--- src/design/tvbs_pkg.sv ---
// ----------------------------------------------------------------------------
// tvbs_pkg: shared types and constants for the typed value byte serializer
// Selector codes, controller state, and the command and status bundles
// that join the controller and the datapath.
// ----------------------------------------------------------------------------
package tvbs_pkg;

  // Value and beat widths
  localparam int unsigned VALUE_W = 64;
  localparam int unsigned BYTE_W  = 8;
  localparam int unsigned POS_W   = 64;
  localparam int unsigned FUNC_W  = 3;
  localparam int unsigned CNT_W   = 4;   // holds 1 to 10 bytes per item
  localparam int unsigned GROUP_W = 7;
  localparam int unsigned GROUPS_MAX = 10;
  localparam int unsigned WIDE_W  = GROUP_W * GROUPS_MAX;

  localparam logic [GROUP_W-1:0] GROUP_MASK = 7'h7f;
  localparam logic [BYTE_W-1:0]  CONT_BIT   = 8'h80;
  localparam logic [BYTE_W-1:0]  BYTE_MASK  = 8'hff;

  // Type selector codes
  typedef enum logic [FUNC_W-1:0] {
    FUNC_BYTE     = 3'd0,
    FUNC_FIXED32  = 3'd1,
    FUNC_FIXED64  = 3'd2,
    FUNC_VARINT32 = 3'd3,
    FUNC_VARINT64 = 3'd4
  } func_t;

  // Controller states
  typedef enum logic {
    ST_IDLE = 1'b0,
    ST_EMIT = 1'b1
  } state_t;

  // Controller to datapath
  typedef struct packed {
    logic load;   // capture the input value and byte count
    logic emit;   // move the next byte into the output register
  } cmd_t;

  // Datapath to controller
  typedef struct packed {
    logic func_ok;    // selector names a known form
    logic last_byte;  // one byte left in the current item
    logic slot_free;  // output register empty or being taken
  } sts_t;

endpackage

--- src/design/typed_value_byte_serializer_core.sv ---
// ----------------------------------------------------------------------------
// typed_value_byte_serializer_core: typed value to byte stream
// Encodes one value per input beat as a raw byte, 32/64-bit big-endian
// word, or MSB-first 7-bit varint, one output beat per byte, each
// tagged with its running stream offset.
//
//   channel | direction | payload
//   --------+-----------+--------------------------------------------------
//   s_*     | in        | tuser: func[2:0]; tdata: value[63:0]
//   m_*     | out       | tdata: data_byte[7:0], byte_position[71:8];
//           |           | tlast: last byte of the item
//
// An item is accepted while idle, then its bytes pass one at a time
// through the single output beat register. An unknown selector is
// taken and yields nothing. Synchronous reset clears the stream offset
// and the controller. A stalled output holds the byte sequencer; the
// next input is accepted while the final byte still waits.
// ----------------------------------------------------------------------------
module typed_value_byte_serializer_core (
  input  logic        clk,
  input  logic        rst,
  input  logic        s_tvalid,
  output logic        s_tready,
  input  logic [63:0] s_tdata,   // [63:0] value
  input  logic [2:0]  s_tuser,   // [2:0] func
  output logic        m_tvalid,
  input  logic        m_tready,
  output logic [71:0] m_tdata,   // [7:0] data_byte, [71:8] byte_position
  output logic        m_tlast
);

  tvbs_pkg::cmd_t cmd;
  tvbs_pkg::sts_t sts;

  logic [tvbs_pkg::BYTE_W-1:0] data_byte;
  logic [tvbs_pkg::POS_W-1:0]  byte_position;

  tvbs_ctrl u_ctrl (
    .clk      (clk),
    .rst      (rst),
    .s_tvalid (s_tvalid),
    .s_tready (s_tready),
    .sts      (sts),
    .cmd      (cmd)
  );

  tvbs_dp u_dp (
    .clk           (clk),
    .rst           (rst),
    .func          (s_tuser),
    .value         (s_tdata),
    .cmd           (cmd),
    .sts           (sts),
    .m_tvalid      (m_tvalid),
    .m_tready      (m_tready),
    .data_byte     (data_byte),
    .byte_position (byte_position),
    .last          (m_tlast)
  );

  assign m_tdata = {byte_position, data_byte};

  // A waiting non-final byte means the item is still being sent
  a_busy_mid_item: assert property (@(posedge clk) disable iff (rst)
    (m_tvalid && !m_tlast) |-> !s_tready)
    else $error("input ready while a non-final byte is pending");

  // Sending the final byte returns the controller to idle
  a_idle_after_last: assert property (@(posedge clk) disable iff (rst)
    (cmd.emit && sts.last_byte) |=> s_tready)
    else $error("controller did not return to idle after final byte");

  // An unknown selector starts no byte run
  a_drop_unknown: assert property (@(posedge clk) disable iff (rst)
    (s_tvalid && s_tready && !sts.func_ok) |=> (s_tready && !cmd.emit))
    else $error("unknown selector started a byte run");

endmodule

--- src/design/tvbs_ctrl.sv ---
// ----------------------------------------------------------------------------
// tvbs_ctrl: serializer controller
// Two-state machine: take an item while idle, then step the datapath
// through its bytes whenever the output register can take one.
// ----------------------------------------------------------------------------
module tvbs_ctrl (
  input  logic             clk,
  input  logic             rst,
  input  logic             s_tvalid,
  output logic             s_tready,
  input  tvbs_pkg::sts_t   sts,
  output tvbs_pkg::cmd_t   cmd
);

  tvbs_pkg::state_t state;
  tvbs_pkg::state_t state_next;

  // State register
  always_ff @(posedge clk) begin
    if (rst) begin
      state <= tvbs_pkg::ST_IDLE;
    end else begin
      state <= state_next;
    end
  end

  // Next state and commands
  always_comb begin
    state_next = state;
    s_tready   = 1'b0;
    cmd.load   = 1'b0;
    cmd.emit   = 1'b0;
    unique case (state)
      tvbs_pkg::ST_IDLE: begin
        s_tready = 1'b1;
        // unknown selectors are taken and dropped
        if (s_tvalid && sts.func_ok) begin
          cmd.load   = 1'b1;
          state_next = tvbs_pkg::ST_EMIT;
        end
      end
      tvbs_pkg::ST_EMIT: begin
        if (sts.slot_free) begin
          cmd.emit = 1'b1;
          if (sts.last_byte) begin
            state_next = tvbs_pkg::ST_IDLE;
          end
        end
      end
      default: begin
        state_next = tvbs_pkg::ST_IDLE;
      end
    endcase
  end

endmodule

--- src/design/tvbs_dp.sv ---
// ----------------------------------------------------------------------------
// tvbs_dp: serializer datapath
// Holds the masked value and remaining byte count, picks the next byte
// (fixed big-endian or 7-bit group), and keeps the output beat register
// and the running stream offset.
// ----------------------------------------------------------------------------
module tvbs_dp (
  input  logic                                clk,
  input  logic                                rst,
  input  logic [tvbs_pkg::FUNC_W-1:0]         func,
  input  logic [tvbs_pkg::VALUE_W-1:0]        value,
  input  tvbs_pkg::cmd_t                      cmd,
  output tvbs_pkg::sts_t                      sts,
  output logic                                m_tvalid,
  input  logic                                m_tready,
  output logic [tvbs_pkg::BYTE_W-1:0]         data_byte,
  output logic [tvbs_pkg::POS_W-1:0]          byte_position,
  output logic                                last
);

  tvbs_pkg::func_t                   func_in;
  logic [tvbs_pkg::VALUE_W-1:0]      value_mask;
  logic [tvbs_pkg::WIDE_W-1:0]       value_wide;
  logic [tvbs_pkg::CNT_W-1:0]        groups;
  logic [tvbs_pkg::CNT_W-1:0]        fix_count;
  logic [tvbs_pkg::CNT_W-1:0]        count_load;
  logic                              varint_load;
  logic                              func_ok;

  logic [tvbs_pkg::VALUE_W-1:0]      val;
  logic                              varint;
  logic [tvbs_pkg::CNT_W-1:0]        remaining;
  logic [tvbs_pkg::CNT_W-1:0]        idx;
  logic [tvbs_pkg::GROUP_W-1:0]      grp;
  logic [tvbs_pkg::BYTE_W-1:0]       fix_byte;
  logic [tvbs_pkg::BYTE_W-1:0]       next_byte;
  logic                              is_last;
  logic [tvbs_pkg::POS_W-1:0]        offset;

  assign func_in = tvbs_pkg::func_t'(func);

  // Decode selector: mask narrow forms, pick fixed byte count
  always_comb begin
    value_mask  = value;
    fix_count   = 4'd1;
    varint_load = 1'b0;
    func_ok     = 1'b1;
    unique case (func_in)
      tvbs_pkg::FUNC_BYTE: begin
        value_mask = {56'b0, value[7:0]};
        fix_count  = 4'd1;
      end
      tvbs_pkg::FUNC_FIXED32: begin
        value_mask = {32'b0, value[31:0]};
        fix_count  = 4'd4;
      end
      tvbs_pkg::FUNC_FIXED64: begin
        fix_count = 4'd8;
      end
      tvbs_pkg::FUNC_VARINT32: begin
        value_mask  = {32'b0, value[31:0]};
        varint_load = 1'b1;
      end
      tvbs_pkg::FUNC_VARINT64: begin
        varint_load = 1'b1;
      end
      default: begin
        func_ok = 1'b0;
      end
    endcase
  end

  // Count 7-bit groups up to the highest nonzero one, at least one
  always_comb begin
    value_wide = {{(tvbs_pkg::WIDE_W - tvbs_pkg::VALUE_W){1'b0}}, value_mask};
    groups     = 4'd1;
    for (int g = 1; g < tvbs_pkg::GROUPS_MAX; g++) begin
      if (value_wide[g*tvbs_pkg::GROUP_W +: tvbs_pkg::GROUP_W] != '0) begin
        groups = tvbs_pkg::CNT_W'(g + 1);
      end
    end
  end

  assign count_load = varint_load ? groups : fix_count;

  // Capture item, count down bytes
  always_ff @(posedge clk) begin
    if (rst) begin
      remaining <= '0;
    end else if (cmd.load) begin
      remaining <= count_load;
    end else if (cmd.emit) begin
      remaining <= remaining - 4'd1;
    end
  end

  always_ff @(posedge clk) begin
    if (cmd.load) begin
      val    <= value_mask;
      varint <= varint_load;
    end
  end

  // Select next byte, most significant part first
  assign idx      = remaining - 4'd1;
  assign is_last  = (remaining == 4'd1);
  assign grp      = tvbs_pkg::GROUP_MASK
                    & tvbs_pkg::GROUP_W'(val >> (7'(idx) * 7'd7));
  assign fix_byte = tvbs_pkg::BYTE_MASK & tvbs_pkg::BYTE_W'(val >> {idx, 3'b000});
  assign next_byte = varint ? ({1'b0, grp} | (is_last ? 8'h00 : tvbs_pkg::CONT_BIT))
                            : fix_byte;

  // Output beat valid
  always_ff @(posedge clk) begin
    if (rst) begin
      m_tvalid <= 1'b0;
    end else if (cmd.emit) begin
      m_tvalid <= 1'b1;
    end else if (m_tready) begin
      m_tvalid <= 1'b0;
    end
  end

  // Output beat payload
  always_ff @(posedge clk) begin
    if (cmd.emit) begin
      data_byte     <= next_byte;
      byte_position <= offset;
      last          <= is_last;
    end
  end

  // Advance the stream offset, wrapping at 2^64
  always_ff @(posedge clk) begin
    if (rst) begin
      offset <= '0;
    end else if (cmd.emit) begin
      offset <= offset + 64'd1;
    end
  end

  assign sts.func_ok   = func_ok;
  assign sts.last_byte = is_last;
  assign sts.slot_free = !m_tvalid || m_tready;

endmodule

--- config.mk ---
export PLATFORM = sky130hd
export DESIGN_NAME = typed_value_byte_serializer_core
export DESIGN_NICKNAME = d
export VERILOG_FILES = /design/src/design/tvbs_pkg.sv /design/src/design/typed_value_byte_serializer_core.sv /design/src/design/tvbs_ctrl.sv /design/src/design/tvbs_dp.sv
export SDC_FILE = /design/constraint.sdc
export NUM_CORES = 1
export LEC_CHECK = 0
export ABC_CLOCK_PERIOD_IN_PS = 5200
export BUFFER_PORTS_ARGS = -buffer_cell sky130_fd_sc_hd__buf_2
export CORE_ASPECT_RATIO = 1.75
export CORE_MARGIN = 5
export CORE_UTILIZATION = 57
export DETAILED_ROUTE_END_ITERATION = 10
export PLACE_DENSITY = 0.81
export SLEW_MARGIN = 20
export SYNTH_ARGS = -nofsm -noshare
export SYNTH_HDL_FRONTEND = slang
export SYNTH_SLANG_ARGS = --single-unit
--- constraint.sdc ---
create_clock -name clk -period 5.2 [get_ports clk]
set_input_delay 1.04 -clock clk [delete_from_list [all_inputs] [get_ports clk]]
set_output_delay 1.04 -clock clk [all_outputs]
set_load 0.005 [all_outputs]
==> flow_summary.yaml, run 1 <==
yosys:
  synth_seq_area_share: 0.594
  syn-mean-instance-area_um2: 12.4
  synth-edff-count: 138
  synthTopCellsByArea: "edfxtp_1 (44%), dfxtp_1 (15%), mux4_2 (7.2%)"
  syn_inst: 751
  syn_nets: 825
  netlist_area_um2: 9330
  yosys.area.top_type: "edfxtp_1"
  synth_warnings: 0
  ys_async_sr_fraction: 0
  synth_top_cell_area_share: 0.444
  ys_ff_latch: 208
  synth_cell_types: 56
  yosys_most_used_dff: "edfxtp_1"
placed_design:
  dp.final_hpwl_mm: 15.5
  gp_routability_congestion: 0.905
  place.port_buffers: 145
grt:
  grt_start_max_net_pins: 44
  grt_use_total: 0.218
  grt-ovfl-total: 0
  grt_pass1_wl_mm: 32.5
  grt_pass1_vias: 6338
  antenna_found_initial: 0
critical_path:
  worst_setup_path_start_kind: "register"
  crit_fanout: 36
  endpoint_kind: "register"
  rr_worst_depth: 9
  rr_startpoint: "u_dp.remaining[0]"
  critPathArrivalTime_ps: 3410
  required_ps: 5430
  crit_start: "u_dp.remaining[0]"
  rrSetupSlack_ps: 2010
  path_class: "register to register"
  r2r-end: "u_dp.data_byte[4]"
worst_hold_path:
  min_from: "u_dp.offset[60]"
  hold_path.class: "register to register"
  min_path_cells: 0
  holdPathEnd: "u_dp.byte_position[60]"
drt:
  wl_per_cell_um: 18.9
  drt_first_pass_iters: 4
  drt_iter0_drc: 229
  via_count: 6512
  drc: 0
  detail_route.wirelength_mm: 20.5
  detail-route-antenna-nets: 0
  via_per_inst: 6.01
timing:
  drv_slew: 0
  grt_setup_unrepaired: "false"
  setup_viol: 0
  fin_setup_tns_ps: 0
  min_period_over_period: 0.613
  hold_violations: 0
  period_minus_slack_ps: 3190
  fmax_mhz: 314
  slew_headroom: 0.287
  skew_ps: 14.5
  tightest_slew_ps: 1070
  hold-worst-slack_ps: 467
floorplan:
  die_x_um: 107
  fp-row-count: 62
  dieArea_um2: 19100
  initial_core_util: 0.573
  fp.dieH_um: 179
  core-area_um2: 16300
  pin_count: 146
clocking:
  clock_latency_ps: 480
  cts_tree: "built"
  path_clk_slew_ps: 70
  cts_resized: 0
  clock_sinks: 208
  postCtsSetupBuffers: 0
  cts_buffer_depth: 3
  clockRootBuffer: "clkbuf_16"
  cts_buffers: 18
  holdBufCountCts: 0
  htree_levels: 1
pwr:
  p_leak_nw: 3.67
  ir_drop_v: 0.000311
  power.density_nw_per_um2: 344
run:
  drv_cap: 0
cells_and_area:
  drive_gt1_frac: 0.256
  num-nets-final: 953
  antenna-diode-count: 0
  area_growth_pct: 15.6
outcome:
  status: "complete, no violations"
worst max-delay path, stage by stage (launching register included):
cell,delay [ps]
dfxtp_2,310
buf_4,470
inv_1,100
ha_1,720
buf_4,380
mux4_2,540
mux2i_1,150
o2bb2ai_1,80
nand2_1,90
o21ai_0,70
report_power, final:
group	switching, mW	internal, mW
clock network	0.580	0.763
registers	0.0395	1.86
logic	0.252	0.216
total	0.871	2.84
state kept, by name (all words and copies together), names as in the netlist:
name	count
u_dp.byte_position	64
u_dp.offset	64
u_dp.last	1
u_dp.varint	1
u_dp.remaining	4
u_dp.m_tvalid	1
u_ctrl.state	1
u_dp.data_byte	8
u_dp.val	64
cells in the mapped netlist (3+ instances only):
master	n
a211oi_1	5
a21oi_1	43
a221oi_1	4
and2_1	58
and3_1	11
and4_1	5
buf_1	4
buf_2	6
clkbuf_1	31
dfxtp_1	70
edfxtp_1	138
ha_1	3
inv_1	19
mux2i_1	17
mux4_2	30
nand2_1	29
nand3_1	29
nand3b_1	3
nand4_1	19
nor2_1	38
nor2b_1	5
nor3_1	17
nor4_1	14
o21ai_0	24
o2bb2ai_1	7
o31ai_1	24
or2_2	4
or3_1	13
or4_1	25
xnor2_1	12
xor2_1	15
worst max-delay path by stage:
stage	endpoint	slack [ps]	cells past startpoint
after CTS	u_dp.data_byte[4]	1990	9
after global placement	u_dp.offset[55]	1730	6
after global routing	u_dp.data_byte[4]	1650	9
after floorplan	u_dp.offset[3]	1070	6
final	u_dp.data_byte[4]	2010	9
after detailed placement	u_dp.offset[55]	1690	6
layer usage:
metal	vias to the layer above	wire [um]	track usage
met4	0	1150	0.112
met1	3096	7080	0.235
met2	221	11200	0.411
li1	3146	-	-
met3	49	997	0.0270
met5	-	0	0
placed cells by master, fill, tap and decap left out, drive strengths merged, types with 2 or more instances in the layout:
| cell | instances |
|---|---|
| a211oi | 5 |
| a21oi | 43 |
| a221oi | 4 |
| and2 | 59 |
| and3 | 11 |
| and4 | 6 |
| buf | 151 |
| clkbuf | 24 |
| clkinv | 5 |
| dfxtp | 70 |
| edfxtp | 138 |
| ha | 3 |
| inv | 21 |
| mux2i | 17 |
| mux4 | 30 |
| nand2 | 29 |
| nand3 | 30 |
| nand3b | 3 |
| nand4 | 19 |
| nand4b | 2 |
| nor2 | 38 |
| nor2b | 5 |
| nor3 | 18 |
| nor4 | 16 |
| o211ai | 2 |
| o21ai | 24 |
| o2bb2ai | 7 |
| o31ai | 24 |
| or2 | 4 |
| or3 | 13 |
| or4 | 26 |
| xnor2 | 12 |
| xor2 | 15 |
cell type report:
cell class | instances | area, um^2
Sequential cell | 208 | 5550
Fill cell | 1206 | 5500
Multi-Input combinational cell | 481 | 3550
Timing Repair Buffer | 151 | 771
Clock buffer | 24 | 556
Tap cell | 192 | 240
Inverter | 19 | 71.3
Clock inverter | 8 | 60.1
per-stage QoR:
stage	utilization	instances	setup WS [ps]	total power [mW]	cell area [um^2]
4_1_cts	0.662	1083	1990	3.74	10800
3_5_place_dp	0.625	1051	1690	2.41	10200
3_3_place_gp	0.625	1051	1730	2.39	10200
2_1_floorplan	-	751	1070	2.24	9330
5_1_grt	0.662	1083	1650	3.86	10800
6_report	0.662	1083	2010	3.71	10800
kinds of logic (layout without fill, tap and decap cells):
kind of cell             Yosys count  after routing  share of synthesized area
AND/OR/NAND/NOR                  283            283                      0.176
flip-flops                       208            208                      0.594
AO/OA/AOI/OAI                    121            121                     0.0822
buffers and inverters             62            202                     0.0273
multiplexers                      47             47                     0.0906
XOR/XNOR                          27             27                     0.0253
adder cells (fa/ha/maj)            3              3                    0.00402
(Power assumes the default switching activity.)
==> run 2, diff against run 1 <==
--- a/config.mk
+++ b/config.mk
@@ -5,13 +5,13 @@
 export SDC_FILE = /design/constraint.sdc
 export NUM_CORES = 1
 export LEC_CHECK = 0
-export ABC_CLOCK_PERIOD_IN_PS = 5200
+export ABC_CLOCK_PERIOD_IN_PS = 2600
 export BUFFER_PORTS_ARGS = -buffer_cell sky130_fd_sc_hd__buf_2
 export CORE_ASPECT_RATIO = 1.75
 export CORE_MARGIN = 5
-export CORE_UTILIZATION = 57
+export CORE_UTILIZATION = 51
 export DETAILED_ROUTE_END_ITERATION = 10
-export PLACE_DENSITY = 0.81
+export PLACE_DENSITY = 0.77
 export SLEW_MARGIN = 20
 export SYNTH_ARGS = -nofsm -noshare
 export SYNTH_HDL_FRONTEND = slang
==> constraint.sdc (replaced) <==
create_clock -name clk -period 2.6 [get_ports clk]
set_input_delay 0.52 -clock clk [delete_from_list [all_inputs] [get_ports clk]]
set_output_delay 0.52 -clock clk [all_outputs]
set_load 0.005 [all_outputs]
==> flow_summary.yaml, run 2 (synthesis results as in run 1) <==
timing:
  grt_setup_unrepaired: "false"
  fin_setup_tns_ps: 0
  slew_headroom: 0.518
  drv_slew: 0
  skew_ps: 15.3
  setup_ws_ps: 280
  setup_viol: 0
  fmax_mhz: 431
  hold_violations: 0
  min_period_over_period: 0.892
  tightest_slew_ps: 723
  period_minus_slack_ps: 2320
worst_hold_path:
  holdPathEnd: "u_dp.val[6]"
  min_path_cells: 1
  hold_path.class: "input port to register"
  min_from: "s_tdata[6]"
clocking:
  clockRootBuffer: "clkbuf_16"
  clock_sinks: 208
  holdBufCountCts: 0
  postCtsSetupBuffers: 0
  htree_levels: 1
  cts_resized: 0
  path_clk_slew_ps: 70
  cts_buffers: 19
  cts_buffer_depth: 3
  cts_tree: "built"
  clock_latency_ps: 480
critical_path:
  r2r-end: "u_dp.offset[61]"
  rrSetupSlack_ps: 280
  rr_startpoint: "u_dp.offset[31]"
  rr_worst_depth: 5
  crit_fanout: 28
  path_class: "register to register"
  critPathArrivalTime_ps: 2720
  endpoint_kind: "register"
  required_ps: 3000
  worst_setup_path_start_kind: "register"
placed_design:
  place.port_buffers: 145
  dp.final_hpwl_mm: 16.0
  dp_slack_ps: 261
  gp_routability_congestion: 0.875
  dpl.cell_count: 1118
grt:
  antenna_found_initial: 0
  grt_use_total: 0.195
  grt-ovfl-total: 0
  grt_start_max_net_pins: 60
  grt_pass1_vias: 6524
  grt_pass1_wl_mm: 33.3
pwr:
  ir_drop_v: 0.000514
  p_leak_nw: 3.78
  power.density_nw_per_um2: 667
floorplan:
  dieArea_um2: 21200
  pin_count: 146
  initial_core_util: 0.517
  fp.dieH_um: 189
  core-area_um2: 18100
  fp-row-count: 65
  die_x_um: 112
cells_and_area:
  drive_gt1_frac: 0.272
  instances_no_fill: 1151
  area_growth_pct: 18.3
  antenna-diode-count: 0
  final.fill_count: 1491
  reg_top3: "u_dp.byte_position (64), u_dp.offset (64), u_dp.val (64)"
  final_common_cell: "buf_2"
  layout_common_cells: "buf_2 (145), edfxtp_1 (138), dfxtp_1 (69), and2_1 (58), a21oi_1 (43)"
  num-nets-final: 979
drt:
  detail_route.wirelength_mm: 20.9
  drt_iter0_drc: 248
  detail-route-antenna-nets: 0
  drt_first_pass_iters: 5
  via_per_inst: 5.74
  drc: 0
  wl_per_cell_um: 18.1
  via_count: 6602
run:
  drv_cap: 0
outcome:
  status: "complete, no violations"
run 2: cell types whose count changed in the layout (fill, tap and decap cells not counted), sizes merged:
| cell | before | now |
|---|---|---|
| buf | 151 | 176 |
| bufinv | 0 | 1 |
| clkinv | 5 | 7 |
| clkinvlp | 1 | 2 |
| inv | 21 | 18 |
run 2: layer usage:
metal,GRT usage,part of all wire,vias to the layer above
met5,0,0,-
met4,0.0847,0.042,0
met3,0.0237,0.052,38
met2,0.381,0.57,212
met1,0.205,0.34,3163
li1,-,-,3189
run 2: layout make-up:
cell class | instances | area, um^2 | share of cell area
repair buffers | 176 | 996 | 0.0902
clock inverters | 9 | 77.6 | 0.00702
well taps | 234 | 293 | 0.0265
multi-input cells | 481 | 3550 | 0.322
flip-flops and latches | 208 | 5550 | 0.502
inverters | 19 | 75.1 | 0.00680
clock buffers | 24 | 504 | 0.0457
run 2: through the flow:
step | total power, mW | utilization | hold WS, ps | instance area, um^2
2_1_floorplan | 4.48 | - | 422 | 9380
3_5_place_dp | 4.83 | 0.579 | 438 | 10500
5_1_grt | 7.65 | 0.612 | 204 | 11000
6_report | 7.36 | 0.612 | 220 | 11000
4_1_cts | 7.43 | 0.612 | 205 | 11000
3_3_place_gp | 4.81 | 0.579 | 436 | 10500
run 2: how the worst max path moves through the flow:
| stage | slack (ps) | depth (start not counted) | start | to |
|---|---|---|---|---|
| after global placement | 310 | 6 | m_tready | u_dp.offset[29] |
| after detailed placement | 260 | 7 | m_tready | u_dp.offset[35] |
| after CTS | 300 | 5 | u_dp.offset[31] | u_dp.offset[61] |
| final | 280 | 5 | u_dp.offset[31] | u_dp.offset[61] |
| after global routing | 120 | 5 | u_dp.offset[30] | u_dp.offset[61] |
| after floorplan | 4 | 7 | s_tuser[2] | u_dp.remaining[2] |
run 2: worst max-delay path, stage by stage, from the launching register on:
cell     delay, ps
dfxtp_1        430
and4_4         290
nand3_4        110
or4_4          690
or4_1          560
a21oi_1        160
run 2: power breakdown:
group          total [mW]  switching [mW]  internal, mW
logic               0.947           0.483         0.464
registers            3.80          0.0791          3.72
clock network        2.61            1.13          1.48
total                7.36            1.70          5.67
